$ cat config.mk
export PLATFORM = sky130hd
export DESIGN_NAME = first_fit_pool_allocator
export DESIGN_NICKNAME = d
export VERILOG_FILES = /design/src/hdl/ffpa_pkg.sv /design/src/hdl/ffpa_ctrl.sv /design/src/hdl/ffpa_dp.sv /design/src/hdl/first_fit_pool_allocator.sv
export SDC_FILE = /design/constraint.sdc
export NUM_CORES = 2
export LEC_CHECK = 0
export BUFFER_PORTS_ARGS = -buffer_cell sky130_fd_sc_hd__clkbuf_2
export CAP_MARGIN = 15
export CORE_MARGIN = 5
export CORE_UTILIZATION = 55
export CTS_BUF_LIST = sky130_fd_sc_hd__clkbuf_16
export DETAILED_ROUTE_END_ITERATION = 6
export GPL_TIMING_DRIVEN = 0
export PLACE_DENSITY = 0.82
export SETUP_SLACK_MARGIN = 0.4
export SLEW_MARGIN = 20
export SYNTH_ARGS = -nofsm -noshare
export SYNTH_HDL_FRONTEND = slang
export SYNTH_SLANG_ARGS = --single-unit
$ cat constraint.sdc
create_clock -name clk_i -period 18.9 [get_ports clk_i]
set_input_delay 4.725 -clock clk_i [delete_from_list [all_inputs] [get_ports clk_i]]
set_output_delay 4.725 -clock clk_i [all_outputs]
set_load 0.01 [all_outputs]
$ cat src/hdl/ffpa_pkg.sv
// Shared types, codes and constants of the first-fit pool allocator.
package ffpa_pkg;

  localparam int unsigned AddrW = 16;
  localparam int unsigned LenW  = 17;
  localparam logic [LenW-1:0] PoolMax = LenW'(65536);

  typedef enum logic [1:0] {
    ST_OK      = 2'd0,
    ST_NOFIT   = 2'd1,
    ST_UNKNOWN = 2'd2,
    ST_FULL    = 2'd3
  } ffpa_status_e;

  typedef enum logic {
    OP_ALLOC = 1'b0,
    OP_FREE  = 1'b1
  } ffpa_op_e;

  typedef struct packed {
    logic             op;
    logic [LenW-1:0]  size;
    logic [AddrW-1:0] address;
  } ffpa_req_t;

  typedef struct packed {
    ffpa_status_e     status;
    logic [AddrW-1:0] result_address;
  } ffpa_rsp_t;

  typedef struct packed {
    logic [AddrW-1:0] start;
    logic [LenW-1:0]  len;
  } ffpa_ext_t;

  typedef enum logic [1:0] {CNT_HOLD, CNT_INC, CNT_DEC} ffpa_cnt_e;
  typedef enum logic [1:0] {IX_HOLD, IX_CLR, IX_INC} ffpa_idx_e;
  typedef enum logic [1:0] {FR_I, FR_I1, FR_KM1} ffpa_frsel_e;
  typedef enum logic [1:0] {FW_I, FW_IM1, FW_K} ffpa_fwsel_e;
  typedef enum logic [2:0] {
    WD_SPLIT, WD_COPY, WD_BOTH, WD_PREV, WD_NEXT, WD_NEW
  } ffpa_fwd_e;
  typedef enum logic {LR_J, LR_J1} ffpa_lrsel_e;
  typedef enum logic {LW_LC, LW_J} ffpa_lwsel_e;
  typedef enum logic {LD_NEW, LD_COPY} ffpa_lwd_e;

  typedef struct packed {
    logic         req_load;
    ffpa_idx_e    i_op;
    ffpa_idx_e    j_op;
    logic         k_load;
    logic         k_dec;
    logic         f_rd_en;
    ffpa_frsel_e  f_rd_sel;
    logic         f_we;
    ffpa_fwsel_e  f_wa_sel;
    ffpa_fwd_e    f_wd_sel;
    logic         l_rd_en;
    ffpa_lrsel_e  l_rd_sel;
    logic         l_we;
    ffpa_lwsel_e  l_wa_sel;
    ffpa_lwd_e    l_wd_sel;
    logic         prev_save;
    logic         len_save;
    logic         grant_save;
    ffpa_cnt_e    fc_op;
    ffpa_cnt_e    lc_op;
    logic         done;
    ffpa_status_e status;
  } ffpa_cmd_t;

  typedef struct packed {
    logic req_op;
    logic lc_full;
    logic fc_full;
    logic i_lt_fc;
    logic i1_lt_fc;
    logic k_gt_i;
    logic j_lt_lc;
    logic j1_lt_lc;
    logic fit;
    logic gt;
    logic lhit;
    logic lzero;
    logic beyond;
    logic prev_hit;
    logic next_hit;
  } ffpa_sts_t;

endpackage

$ cat src/hdl/ffpa_ctrl.sv
// Sequencer of the first-fit pool allocator: steps scans, shifts and merges.
module ffpa_ctrl (
  input  logic               clk_i,
  input  logic               rst_ni,
  input  logic               start_i,
  output logic               busy_o,
  input  ffpa_pkg::ffpa_sts_t sts_i,
  output ffpa_pkg::ffpa_cmd_t cmd_o
);
  import ffpa_pkg::*;

  typedef enum logic [4:0] {
    S_IDLE, S_A_CHK, S_A_RD, S_A_CMP, S_A_SPLIT, S_A_LIVE,
    S_RM_RD, S_RM_WR, S_F_LRD, S_F_LCMP, S_F_FRD, S_F_FCMP,
    S_F_DEC, S_INS_RD, S_INS_WR, S_L_RM, S_L_WR
  } state_e;

  state_e state_q, state_d;
  ffpa_cmd_t cmd;

  always_ff @(posedge clk_i or negedge rst_ni) begin
    if (!rst_ni) begin
      state_q <= S_IDLE;
    end else begin
      state_q <= state_d;
    end
  end

  always_comb begin
    cmd     = '0;
    state_d = state_q;
    unique case (state_q)
      S_IDLE: begin
        if (start_i) begin
          cmd.req_load = 1'b1;
          cmd.i_op     = IX_CLR;
          cmd.j_op     = IX_CLR;
          state_d      = S_A_CHK;
        end
      end
      S_A_CHK: begin
        if (sts_i.req_op == OP_FREE) begin
          state_d = S_F_LRD;
        end else if (sts_i.lc_full) begin
          cmd.done   = 1'b1;
          cmd.status = ST_FULL;
          state_d    = S_IDLE;
        end else begin
          state_d = S_A_RD;
        end
      end
      S_A_RD: begin
        if (!sts_i.i_lt_fc) begin
          cmd.done   = 1'b1;
          cmd.status = ST_NOFIT;
          state_d    = S_IDLE;
        end else begin
          cmd.f_rd_en  = 1'b1;
          cmd.f_rd_sel = FR_I;
          state_d      = S_A_CMP;
        end
      end
      S_A_CMP: begin
        if (sts_i.fit) begin
          cmd.grant_save = 1'b1;
          state_d        = sts_i.gt ? S_A_SPLIT : S_RM_RD;
        end else begin
          cmd.i_op = IX_INC;
          state_d  = S_A_RD;
        end
      end
      S_A_SPLIT: begin
        cmd.f_we     = 1'b1;
        cmd.f_wa_sel = FW_I;
        cmd.f_wd_sel = WD_SPLIT;
        state_d      = S_A_LIVE;
      end
      S_A_LIVE: begin
        cmd.l_we     = 1'b1;
        cmd.l_wa_sel = LW_LC;
        cmd.l_wd_sel = LD_NEW;
        cmd.lc_op    = CNT_INC;
        cmd.done     = 1'b1;
        cmd.status   = ST_OK;
        state_d      = S_IDLE;
      end
      // close the gap at free entry i by shifting the tail down
      S_RM_RD: begin
        if (sts_i.i1_lt_fc) begin
          cmd.f_rd_en  = 1'b1;
          cmd.f_rd_sel = FR_I1;
          state_d      = S_RM_WR;
        end else begin
          cmd.fc_op = CNT_DEC;
          state_d   = (sts_i.req_op == OP_FREE) ? S_L_RM : S_A_LIVE;
        end
      end
      S_RM_WR: begin
        cmd.f_we     = 1'b1;
        cmd.f_wa_sel = FW_I;
        cmd.f_wd_sel = WD_COPY;
        cmd.i_op     = IX_INC;
        state_d      = S_RM_RD;
      end
      S_F_LRD: begin
        if (!sts_i.j_lt_lc) begin
          cmd.done   = 1'b1;
          cmd.status = ST_UNKNOWN;
          state_d    = S_IDLE;
        end else begin
          cmd.l_rd_en  = 1'b1;
          cmd.l_rd_sel = LR_J;
          state_d      = S_F_LCMP;
        end
      end
      S_F_LCMP: begin
        if (sts_i.lhit) begin
          cmd.len_save = 1'b1;
          state_d      = sts_i.lzero ? S_L_RM : S_F_FRD;
        end else begin
          cmd.j_op = IX_INC;
          state_d  = S_F_LRD;
        end
      end
      S_F_FRD: begin
        if (!sts_i.i_lt_fc) begin
          state_d = S_F_DEC;
        end else begin
          cmd.f_rd_en  = 1'b1;
          cmd.f_rd_sel = FR_I;
          state_d      = S_F_FCMP;
        end
      end
      S_F_FCMP: begin
        if (sts_i.beyond) begin
          state_d = S_F_DEC;
        end else begin
          cmd.prev_save = 1'b1;
          cmd.i_op      = IX_INC;
          state_d       = S_F_FRD;
        end
      end
      S_F_DEC: begin
        if (sts_i.prev_hit && sts_i.next_hit) begin
          cmd.f_we     = 1'b1;
          cmd.f_wa_sel = FW_IM1;
          cmd.f_wd_sel = WD_BOTH;
          state_d      = S_RM_RD;
        end else if (sts_i.prev_hit) begin
          cmd.f_we     = 1'b1;
          cmd.f_wa_sel = FW_IM1;
          cmd.f_wd_sel = WD_PREV;
          state_d      = S_L_RM;
        end else if (sts_i.next_hit) begin
          cmd.f_we     = 1'b1;
          cmd.f_wa_sel = FW_I;
          cmd.f_wd_sel = WD_NEXT;
          state_d      = S_L_RM;
        end else if (sts_i.fc_full) begin
          cmd.done   = 1'b1;
          cmd.status = ST_FULL;
          state_d    = S_IDLE;
        end else begin
          cmd.k_load = 1'b1;
          state_d    = S_INS_RD;
        end
      end
      // open a slot at free entry i by shifting the tail up
      S_INS_RD: begin
        if (sts_i.k_gt_i) begin
          cmd.f_rd_en  = 1'b1;
          cmd.f_rd_sel = FR_KM1;
          state_d      = S_INS_WR;
        end else begin
          cmd.f_we     = 1'b1;
          cmd.f_wa_sel = FW_I;
          cmd.f_wd_sel = WD_NEW;
          cmd.fc_op    = CNT_INC;
          state_d      = S_L_RM;
        end
      end
      S_INS_WR: begin
        cmd.f_we     = 1'b1;
        cmd.f_wa_sel = FW_K;
        cmd.f_wd_sel = WD_COPY;
        cmd.k_dec    = 1'b1;
        state_d      = S_INS_RD;
      end
      S_L_RM: begin
        if (sts_i.j1_lt_lc) begin
          cmd.l_rd_en  = 1'b1;
          cmd.l_rd_sel = LR_J1;
          state_d      = S_L_WR;
        end else begin
          cmd.lc_op  = CNT_DEC;
          cmd.done   = 1'b1;
          cmd.status = ST_OK;
          state_d    = S_IDLE;
        end
      end
      S_L_WR: begin
        cmd.l_we     = 1'b1;
        cmd.l_wa_sel = LW_J;
        cmd.l_wd_sel = LD_COPY;
        cmd.j_op     = IX_INC;
        state_d      = S_L_RM;
      end
      default: state_d = S_IDLE;
    endcase
  end

  assign cmd_o  = cmd;
  assign busy_o = (state_q != S_IDLE);

endmodule

$ cat src/hdl/ffpa_dp.sv
// Datapath of the first-fit pool allocator: tables, counters, compares, result.
module ffpa_dp #(
  parameter int unsigned FREE_ENTRIES = 16,
  parameter int unsigned LIVE_ENTRIES = 16
) (
  input  logic                       clk_i,
  input  logic                       rst_ni,
  input  logic                       cfg_we_i,
  input  logic [ffpa_pkg::LenW-1:0]  cfg_wdata_i,
  input  ffpa_pkg::ffpa_req_t        req_i,
  input  ffpa_pkg::ffpa_cmd_t        cmd_i,
  output ffpa_pkg::ffpa_sts_t        sts_o,
  output logic                       done_o,
  output ffpa_pkg::ffpa_rsp_t        rsp_o
);
  import ffpa_pkg::*;

  localparam int unsigned FIW = $clog2(FREE_ENTRIES);
  localparam int unsigned FCW = $clog2(FREE_ENTRIES + 1);
  localparam int unsigned LIW = $clog2(LIVE_ENTRIES);
  localparam int unsigned LCW = $clog2(LIVE_ENTRIES + 1);

  ffpa_ext_t f_mem [FREE_ENTRIES];
  ffpa_ext_t l_mem [LIVE_ENTRIES];

  logic [LenW-1:0] pool_q;
  logic            fresh_q, fresh_rd_q;
  logic [FCW-1:0]  fc_q, i_q, k_q;
  logic [LCW-1:0]  lc_q, j_q;
  ffpa_req_t       req_q;
  ffpa_ext_t       f_mem_q, l_rd_q, prev_q, f_rd;
  logic [LenW-1:0] len_q;
  logic [AddrW-1:0] grant_q;
  logic            done_q;
  ffpa_rsp_t       rsp_q;

  logic [FCW-1:0]  f_ra, f_wa;
  logic [LCW-1:0]  l_ra, l_wa;
  ffpa_ext_t       f_wd, l_wd;
  logic [LenW-1:0] cfg_pool;

  assign f_rd = fresh_rd_q ? ffpa_ext_t'{start: '0, len: pool_q} : f_mem_q;

  always_comb begin
    if (cfg_wdata_i == '0) begin
      cfg_pool = LenW'(1);
    end else if (cfg_wdata_i > PoolMax) begin
      cfg_pool = PoolMax;
    end else begin
      cfg_pool = cfg_wdata_i;
    end
  end

  always_comb begin
    case (cmd_i.f_rd_sel)
      FR_I1:   f_ra = i_q + FCW'(1);
      FR_KM1:  f_ra = k_q - FCW'(1);
      default: f_ra = i_q;
    endcase
    case (cmd_i.f_wa_sel)
      FW_IM1:  f_wa = i_q - FCW'(1);
      FW_K:    f_wa = k_q;
      default: f_wa = i_q;
    endcase
    case (cmd_i.f_wd_sel)
      WD_SPLIT: f_wd = '{start: f_rd.start + req_q.size[AddrW-1:0],
                         len: f_rd.len - req_q.size};
      WD_COPY:  f_wd = f_rd;
      WD_BOTH:  f_wd = '{start: prev_q.start, len: prev_q.len + len_q + f_rd.len};
      WD_PREV:  f_wd = '{start: prev_q.start, len: prev_q.len + len_q};
      WD_NEXT:  f_wd = '{start: req_q.address, len: f_rd.len + len_q};
      default:  f_wd = '{start: req_q.address, len: len_q};
    endcase
    l_ra = (cmd_i.l_rd_sel == LR_J1) ? j_q + LCW'(1) : j_q;
    l_wa = (cmd_i.l_wa_sel == LW_J) ? j_q : lc_q;
    l_wd = (cmd_i.l_wd_sel == LD_COPY) ? l_rd_q :
           ffpa_ext_t'{start: grant_q, len: req_q.size};
  end

  // tables: one write and one registered read each
  always_ff @(posedge clk_i) begin
    if (cmd_i.f_we) begin
      f_mem[f_wa[FIW-1:0]] <= f_wd;
    end
    if (cmd_i.f_rd_en) begin
      f_mem_q <= f_mem[f_ra[FIW-1:0]];
    end
    if (cmd_i.l_we) begin
      l_mem[l_wa[LIW-1:0]] <= l_wd;
    end
    if (cmd_i.l_rd_en) begin
      l_rd_q <= l_mem[l_ra[LIW-1:0]];
    end
  end

  always_ff @(posedge clk_i) begin
    if (cmd_i.req_load) begin
      req_q <= req_i;
    end
    if (cmd_i.prev_save) begin
      prev_q <= f_rd;
    end
    if (cmd_i.len_save) begin
      len_q <= l_rd_q.len;
    end
    if (cmd_i.grant_save) begin
      grant_q <= f_rd.start;
    end
    if (cmd_i.k_load) begin
      k_q <= fc_q;
    end else if (cmd_i.k_dec) begin
      k_q <= k_q - FCW'(1);
    end
    case (cmd_i.i_op)
      IX_CLR:  i_q <= '0;
      IX_INC:  i_q <= i_q + FCW'(1);
      default: i_q <= i_q;
    endcase
    case (cmd_i.j_op)
      IX_CLR:  j_q <= '0;
      IX_INC:  j_q <= j_q + LCW'(1);
      default: j_q <= j_q;
    endcase
    if (cmd_i.done) begin
      rsp_q.status         <= cmd_i.status;
      rsp_q.result_address <= (cmd_i.status == ST_OK && req_q.op == OP_ALLOC) ?
                              grant_q : '0;
    end
  end

  always_ff @(posedge clk_i or negedge rst_ni) begin
    if (!rst_ni) begin
      pool_q     <= PoolMax;
      fresh_q    <= 1'b1;
      fresh_rd_q <= 1'b0;
      fc_q       <= FCW'(1);
      lc_q       <= '0;
      done_q     <= 1'b0;
    end else begin
      done_q <= cmd_i.done;
      if (cmd_i.f_rd_en) begin
        fresh_rd_q <= fresh_q && (f_ra == '0);
      end
      if (cfg_we_i) begin
        pool_q  <= cfg_pool;
        fresh_q <= 1'b1;
        fc_q    <= FCW'(1);
        lc_q    <= '0;
      end else begin
        if (cmd_i.f_we && f_wa == '0) begin
          fresh_q <= 1'b0;
        end
        case (cmd_i.fc_op)
          CNT_INC: fc_q <= fc_q + FCW'(1);
          CNT_DEC: fc_q <= fc_q - FCW'(1);
          default: fc_q <= fc_q;
        endcase
        case (cmd_i.lc_op)
          CNT_INC: lc_q <= lc_q + LCW'(1);
          CNT_DEC: lc_q <= lc_q - LCW'(1);
          default: lc_q <= lc_q;
        endcase
      end
    end
  end

  always_comb begin
    sts_o.req_op   = req_q.op;
    sts_o.lc_full  = (lc_q >= LCW'(LIVE_ENTRIES));
    sts_o.fc_full  = (fc_q >= FCW'(FREE_ENTRIES));
    sts_o.i_lt_fc  = (i_q < fc_q);
    sts_o.i1_lt_fc = (({1'b0, i_q} + (FCW+1)'(1)) < {1'b0, fc_q});
    sts_o.k_gt_i   = (k_q > i_q);
    sts_o.j_lt_lc  = (j_q < lc_q);
    sts_o.j1_lt_lc = (({1'b0, j_q} + (LCW+1)'(1)) < {1'b0, lc_q});
    sts_o.fit      = (f_rd.len >= req_q.size);
    sts_o.gt       = (f_rd.len > req_q.size);
    sts_o.lhit     = (l_rd_q.start == req_q.address);
    sts_o.lzero    = (l_rd_q.len == '0);
    sts_o.beyond   = (f_rd.start > req_q.address);
    sts_o.prev_hit = (i_q != '0) &&
                     ((LenW'(prev_q.start) + prev_q.len) == LenW'(req_q.address));
    sts_o.next_hit = (i_q < fc_q) &&
                     ((LenW'(req_q.address) + len_q) == LenW'(f_rd.start));
  end

  assign done_o = done_q;
  assign rsp_o  = rsp_q;

`ifndef ASSERT_OFF
  a_fc_bound: assert property (@(posedge clk_i) disable iff (!rst_ni)
    fc_q <= FCW'(FREE_ENTRIES)) else $error("free count beyond table");
  a_lc_bound: assert property (@(posedge clk_i) disable iff (!rst_ni)
    lc_q <= LCW'(LIVE_ENTRIES)) else $error("live count beyond table");
  a_fwr_range: assert property (@(posedge clk_i) disable iff (!rst_ni)
    cmd_i.f_we |-> f_wa < FCW'(FREE_ENTRIES)) else $error("free write out of range");
`endif

endmodule

$ cat src/hdl/first_fit_pool_allocator.sv
// Top level of the first-fit pool allocator: sequencer plus datapath.
//
// Usage: drive req_i (op, size, address) and raise start_i while busy_o is
// low; the item is taken at that edge. One result per item appears on rsp_o
// with done_o high for exactly one cycle; the receiver cannot hold it off.
// An allocate returns the offset of the lowest free extent that fits, or
// no-fit / table-full status. A free looks up the allocation, returns it to
// the address-sorted free table and merges it with touching neighbors.
//
// Stepping: each table entry visited passes through the single registered read
// port of the free or live table. A scan and the shift that follows it
// together cover one table once. The longest item is a free that scans both
// tables and opens a new free slot.
// done_o rises in the first cycle that busy_o is low again, so the next
// item may be started in the same cycle that a result is shown.
//
// Reset: the pool is 65536 bytes in one free extent, no allocations. A
// pool_size write (cfg_we_i, only while idle) restarts the pool the same way, at the written size clamped to 1..65536.
module first_fit_pool_allocator #(
  parameter int unsigned FREE_ENTRIES = 16,
  parameter int unsigned LIVE_ENTRIES = 16
) (
  input  logic                      clk_i,
  input  logic                      rst_ni,
  input  logic                      cfg_we_i,
  input  logic [ffpa_pkg::LenW-1:0] cfg_wdata_i,
  input  logic                      start_i,
  output logic                      busy_o,
  input  ffpa_pkg::ffpa_req_t       req_i,
  output logic                      done_o,
  output ffpa_pkg::ffpa_rsp_t       rsp_o
);
  import ffpa_pkg::*;

  ffpa_cmd_t cmd;
  ffpa_sts_t sts;

  // sequencer: owns the state, issues at most one table step per cycle
  ffpa_ctrl u_ctrl (
    .clk_i  (clk_i),
    .rst_ni (rst_ni),
    .start_i(start_i),
    .busy_o (busy_o),
    .sts_i  (sts),
    .cmd_o  (cmd)
  );

  // datapath: tables, counters, compares and the result register
  ffpa_dp #(
    .FREE_ENTRIES(FREE_ENTRIES),
    .LIVE_ENTRIES(LIVE_ENTRIES)
  ) u_dp (
    .clk_i      (clk_i),
    .rst_ni     (rst_ni),
    .cfg_we_i   (cfg_we_i),
    .cfg_wdata_i(cfg_wdata_i),
    .req_i      (req_i),
    .cmd_i      (cmd),
    .sts_o      (sts),
    .done_o     (done_o),
    .rsp_o      (rsp_o)
  );

`ifndef ASSERT_OFF
  a_done_idle: assert property (@(posedge clk_i) disable iff (!rst_ni)
    done_o |-> !busy_o) else $error("result shown while busy");
  a_take_busy: assert property (@(posedge clk_i) disable iff (!rst_ni)
    start_i && !busy_o |=> busy_o) else $error("item taken but not busy");
  a_one_done: assert property (@(posedge clk_i) disable iff (!rst_ni)
    done_o |=> !done_o) else $error("result strobe repeated");
  a_addr_zero: assert property (@(posedge clk_i) disable iff (!rst_ni)
    done_o && rsp_o.status != ST_OK |-> rsp_o.result_address == '0)
    else $error("address on failed item");
`endif

endmodule
Word level (Yosys, flattened, before mapping)
Memories as Yosys holds them, arrays and structs flattened. A register that Yosys moved wholly into a read port is not among the register bits. Cells that the tools add are included.

Equality and inequality tests: 36. $lt $le $gt $ge: 11. Muxes and demuxes: 89. Reduce and logical (&&, ||, !) cells: 22. Add/subtract/negate cells: 17. Bitwise logic cells: 1.

Operators by type and width (number): $pmux W33 S5 (1); $pmux W5 S16 (1); $mux W33 (2); $mux W5 (13); $pmux W5 S2 (6); $add A17 B17 Y17 (3); $mux W3 (14); $eq A5 B4 Y1 const B (8); $add A16 B17 Y17 (2); $eq A17 B16 Y1 (2); $logic_not A17 Y1 (2); $mux W17 (2); $pmux W6 S5 (1); $mux W4 (7); $mux W6 (4); $mux W1 (21); $add A5 B1 Y5 const B (4); $eq A5 B3 Y1 const B (4); $sub A5 B1 Y5 const B (4); $mux W2 (9); $pmux W3 S6 (1); $ge A17 B17 Y1 (1); $gt A17 B17 Y1 (1); $gt A17 B17 Y1 const B (1); 32 further kinds (62).

Output and inout port bits: 20. Bits of input ports: 55. Flip-flop bits (word level): 168. Logic and storage cells: 197. Bits in writable memories: 1056. Memories: 2.

Memories: u_dp.f_mem (words 16, bits a word 33, rd ports 1, clocked after memory_dff 1, wr ports 1, RTL line ffpa_dp.sv:23) `ffpa_ext_t f_mem [FREE_ENTRIES];`; u_dp.l_mem (words 16, bits a word 33, rd ports 1, clocked after memory_dff 1, wr ports 1, RTL line ffpa_dp.sv:24) `ffpa_ext_t l_mem [LIVE_ENTRIES];`.

Longest topological paths before layout
Depth after elaboration: 13. Mapped depth: 26. Depth with buffers taken out: 26.

Hierarchy
Synthesis repeated with hierarchy kept, for this count alone.

Cells, all modules: 3399. Area, all modules: 56964.6 um^2.

By module, submodules not included: ffpa_dp (cells each 3263, times used 1, seq. area each 38440.6 um^2, area an instance 56023.7 um^2); ffpa_ctrl (cells each 136, times used 1, seq. area each 125.1 um^2, area an instance 940.9 um^2).

Worst setup path before layout
OpenSTA, ideal clock, no wires.

Path type: flip-flop to flip-flop. Start: register u_dp.req_q[0] in the netlist's numbering. End: memory u_dp.f_mem[0][16] in the netlist's numbering (data pin). Data arrival time: 6.276 ns. Setup time: 0.299 ns. Clock period less this slack: 6.575 ns. Path buffers: 1. Path slack: 12.325 ns. Cell stages (with the launch flop): 24. Data required time: 18.601 ns. Cells stage by stage: edfxtp_1 > ha_1 > fa_1 > nor4bb_1 > a31oi_1 > o32ai_1 > nand4_1 > or4_4 > nor4_4 > nand2_4 > nor3_4 > buf_2 > mux2_2 > ha_1 > or3_1 > o2111ai_1 > a21boi_0 > o41ai_1 > o2111ai_1 > a21oi_1 > xnor2_1 > xor2_1 > o211ai_1 > a22oi_1.

RTL lines: from (decl) (RTL line ffpa_dp.sv:30) `ffpa_req_t req_q;`; from (signal assigned) (RTL line ffpa_dp.sv:98) `req_q <= req_i;`; to (decl) (RTL line ffpa_dp.sv:23).

==> run summary <==
The count of pins over their slew limit is 0. The number of antenna violations at the first check in global routing came out at 8. Setup violations remaining at the end of the flow were counted as 0. The effective utilization at floorplan came out at 0.553.

The total of buffers placed on input and output ports came out at 74. The data arrival at the endpoint of the critical path came out at 8620 ps. The worst-case vdd ir drop came out at 101 µV. The leakage power figure is 22.4 nW.

The clock reaches the later pin of the worst-skew pair after 770 ps. The final hold violation count came out at 0. The number of buffers inserted by hold repair at cts came out at 0. For this run, asynchronously set or reset flops after synthesis account for 0.0271.

The total of warnings raised by yosys came out at 0. The path depth of the worst reg2reg path came out at 24. The leftover overflow at the end of global routing is 0.

The proportion of layout cells with a drive suffix above 1 came out at 0.141. The final layout contains routed wiring with a total length of 172,000 µm. The post-CTS resize count is 0. Dividing total power by cell area gives a power density of 142 nW/µm². The post-route clock period utilization came out at 0.425. In the synthesized netlist, the number of instances is 4,045.

Once placement completed, the tool counted placed cells totaling 5,559. The largest individual stage delay along the critical path comes from the cell edfxtp_1. The tree is rooted in a clkbuf_16. Dividing the detail-routed wire length by the instance count gives 29.7 µm. The layout net count came out at 4,523. After detailed routing, the number of vias per cell comes to 6.71. Detailed routing inserted a total of 38,800 vias. The worst clock skew is 30.6 ps. The count of nets left with antenna violations once routing finished came out at 0. From synthesis to final layout, the design area changed by 13.7%. Data on the critical path is required at its endpoint by 19,490 ps. Across all setup checks in the final design, the least slack found is 10,870 ps.

The most numerous cell type found on the critical path is a21oi_1. The sum of net half-perimeters after detailed placement is 117,000 µm. Setup repair after global routing left no endpoint under its margin. The DRC violation total after the first TritonRoute iteration came out at 5,727.

The residual DRC count came out at 0. The highest attainable clock frequency came out at 125 MHz. The area of the mapped netlist came out at 57,300 µm². The pre-CTS setup slack came out at 11,110 ps. The number of enable-type register cells in the synthesized netlist is 1,255.

The clock passes through at most 3 buffers. The run finished with clean final reports. The start point of the worst min-delay path is u_dp.l_rd_q[3]$_DFFE_PP_. The filler-free cell count of the finished design is 5,790. The die covers 111,000 µm². The clock tree from TritonCTS is done. The pin count of the biggest net entering global routing is 36. The width of the die is 333 µm. The end-of-flow core utilization came out at 0.629. The sequential-to-total area share from yosys stat is 0.673. The number of global-route vias before repair came out at 38,700.

STA classifies the critical path endpoint as a flop. The number of placement rows came out at 118. The clock net sink count is 1,290. The floorplan die height came out at 333 µm. Across every metal layer, demand over resource in global routing totals 0.304. After routing, the total negative slack on setup checks comes to 0 ps. The worst register-to-register path begins at u_dp.req_q[7]$_DFFE_PP_. The worst-case headroom to the max-slew limit is 0.178. For this run, the detailed router's first-pass iteration total came to 6. The worst-margin pin slew came out at 1230 ps. The wire length of the first global-routing pass came out at 249,000 µm. The largest single stage delay on the critical path is 700 ps. The distinct cell type count of the synthesized netlist is 92.

In the synthesized netlist the dominant register cell turns out to be edfxtp_1. Once the clock tree was built, the setup fixing pass inserted 0 buffers. The global placer's final weighted congestion came out at 0.982.

The critical path starts at u_dp.req_q[7]$_DFFE_PP_. A synthesized cell averages 14.2 µm². The synthesized netlist net count came out at 4,257.

Counting the fill cells in the layout gives 6,979. The number of primary I/O pins is 75. The nature of the critical path startpoint is a flop. The critical path is of the reg2reg type. The critical path goes through ha_1 -> clkbuf_1 -> a21oi_1 -> nand2_1 -> a21oi_1 -> a21oi_1 -> or4_1 -> nor4_4 -> nand2_4 -> nor3_4 -> buf_2 -> mux2_2 -> ha_1 -> or3_1 -> o2111ai_1 -> a21boi_0 -> o41ai_1 -> o2111ai_1 -> a21oi_1 -> xnor2_1 -> xor2_1 -> o211ai_1 -> a22oi_2 -> buf_8. Subtracting the final worst setup slack from the clock period gives 8030 ps. The min-delay analysis places its worst path in the category reg2reg. The tool flagged a number of max-cap violations equal to 0.

The highest net fanout along the worst path is 16. The H-tree generated during clock tree synthesis spans 4 levels. The total CTS buffers is 130.

The core area is 103,000 µm². Synthesis inferred 1,290 register bits. The number of instances on the worst hold path is 0.

Clock-pin slew was measured on the worst setup and hold paths at 60 ps.
state kept, by name (all words and copies together), names as in the netlist, 16 cells and up:
register	count
u_dp.prev_q	33
u_dp.l_mem	528
u_dp.rsp_o	18
u_dp.f_mem_q	33
u_dp.req_q	33
u_dp.f_mem	528
u_dp.len_q	17
u_dp.pool_q	17
u_dp.l_rd_q	33
u_dp.grant_q	16
final timing paths:
check | to | slack [ps]
worst min-delay path | u_dp.len_q[3]$_DFFE_PP_ | 490
max in group asynchronous | u_dp.lc_q[2]$_DFFE_PN0P_ | 14060
min in group asynchronous | u_dp.pool_q[12]$_DFFE_PN0P_ | 4180
worst max register to register | u_dp.f_mem[10][16]$_DFFE_PP_ | 10870
worst min register to register | u_dp.len_q[3]$_DFFE_PP_ | 490
worst max-delay path | u_dp.f_mem[10][16]$_DFFE_PP_ | 10870
metrics by stage:
| stage | power, W | cell area [µm²] | hold slack (ps) |
|---|---|---|---|
| 5_1_grt | 0.00956 | 65100 | 527 |
| 2_1_floorplan | 0.00552 | 57300 | 446 |
| 6_report | 0.00928 | 65100 | 488 |
| 3_5_place_dp | 0.00665 | 61000 | 474 |
| 4_1_cts | 0.00918 | 65100 | 491 |
| 3_3_place_gp | 0.00647 | 59400 | 466 |
cell families (layout without fill, tap and decap cells):
group	count (synthesis)	after routing	synth area share
flip-flops	1290	1290	0.673
adder cells (fa/ha/maj)	158	158	0.0355
multiplexers	246	246	0.0733
AO/OA/AOI/OAI	574	574	0.0684
AND/OR/NAND/NOR	1359	1359	0.110
buffers and inverters	289	651	0.0195
XOR/XNOR	129	129	0.0202
other	0	3	0
Yosys cell counts (all sizes together), types with 36 or more instances:
| cell type | number | area share |
|---|---|---|
| a32oi | 38 | 0.0058 |
| mux2 | 69 | 0.014 |
| ha | 149 | 0.033 |
| and2 | 64 | 0.0070 |
| xnor2 | 90 | 0.014 |
| nand2 | 640 | 0.042 |
| nand3 | 248 | 0.022 |
| mux4 | 132 | 0.052 |
| mux2i | 45 | 0.0079 |
| nor2b | 36 | 0.0041 |
| xor2 | 39 | 0.0061 |
| o21ai | 107 | 0.0093 |
| a211oi | 42 | 0.0055 |
| clkbuf | 162 | 0.011 |
| a21oi | 112 | 0.0099 |
| nand4 | 97 | 0.011 |
| a31oi | 54 | 0.0059 |
| inv | 99 | 0.0065 |
| nor2 | 142 | 0.0094 |
| edfxtp | 1255 | 0.66 |
worst max-delay path, delay by kind of cell, from the launching register on:
family / cells / cell delay, ps
AOI/OAI and AO/OA: 10 / 2850
and+or+nand+nor: 6 / 2090
buffers and inverters: 3 / 780
DFF: 1 / 700
adders and majority gates: 2 / 580
xor gates and xnor gates: 2 / 430
muxes: 1 / 390
cell type report:
type / count / area (µm²) / area share
clock buffer: 130 / 3250 / 0.0499
buffer: 190 / 744 / 0.0114
multi-input combinational: 2466 / 18000 / 0.276
sequential: 1290 / 38600 / 0.592
clock inverter: 98 / 893 / 0.0137
antenna: 3 / 7.51 / 0.000115
timing repair buffer: 134 / 1630 / 0.0250
tap: 1380 / 1730 / 0.0265
inverter: 99 / 372 / 0.00570
layout by cell type (no fill, tap or decap), drive strengths merged, types with 8 or more instances in the layout:
| cell type | synthesis | layout |
|---|---|---|
| nor2b | 36 | 36 |
| and3 | 10 | 10 |
| a221o | 11 | 11 |
| a221oi | 19 | 19 |
| clkbuf | 162 | 366 |
| mux4 | 132 | 132 |
| a22o | 26 | 26 |
| a21oi | 112 | 112 |
| edfxtp | 1255 | 1255 |
| nand3 | 248 | 248 |
| xnor2 | 90 | 90 |
| nand4 | 97 | 97 |
| o21bai | 8 | 8 |
| nor3 | 35 | 35 |
| mux2i | 45 | 45 |
| xor2 | 39 | 39 |
| a211oi | 42 | 42 |
| o21ai | 107 | 107 |
| a21o | 35 | 35 |
| a22oi | 16 | 16 |
| buf | 28 | 88 |
| a32oi | 38 | 38 |
| ha | 149 | 149 |
| o21a | 22 | 22 |
| dfrtp | 32 | 32 |
| bufinv | 0 | 11 |
| nor4 | 20 | 20 |
| nor2 | 142 | 142 |
| nand2 | 640 | 640 |
| nand2b | 33 | 33 |
| fa | 8 | 8 |
| and2 | 64 | 64 |
| clkinv | 0 | 45 |
| or3 | 10 | 10 |
| o31ai | 8 | 8 |
| mux2 | 69 | 69 |
| a21boi | 9 | 9 |
| inv | 99 | 139 |
| a31oi | 54 | 54 |
| o211ai | 12 | 12 |
power breakdown:
part           switching, W  internal [W]
logic               0.00202      0.000897
clock network       0.00112       0.00142
registers          0.000119       0.00370
total               0.00326       0.00602
metal layers:
layer	part of all wire	vias to the layer above	GRT usage
met5	0.00023	-	0
met1	0.34	19000	0.383
met4	0.064	4	0.168
met2	0.47	3121	0.490
li1	-	16100	-
met3	0.13	686	0.0719
Note: power is estimated with default switching activity, not from simulation.
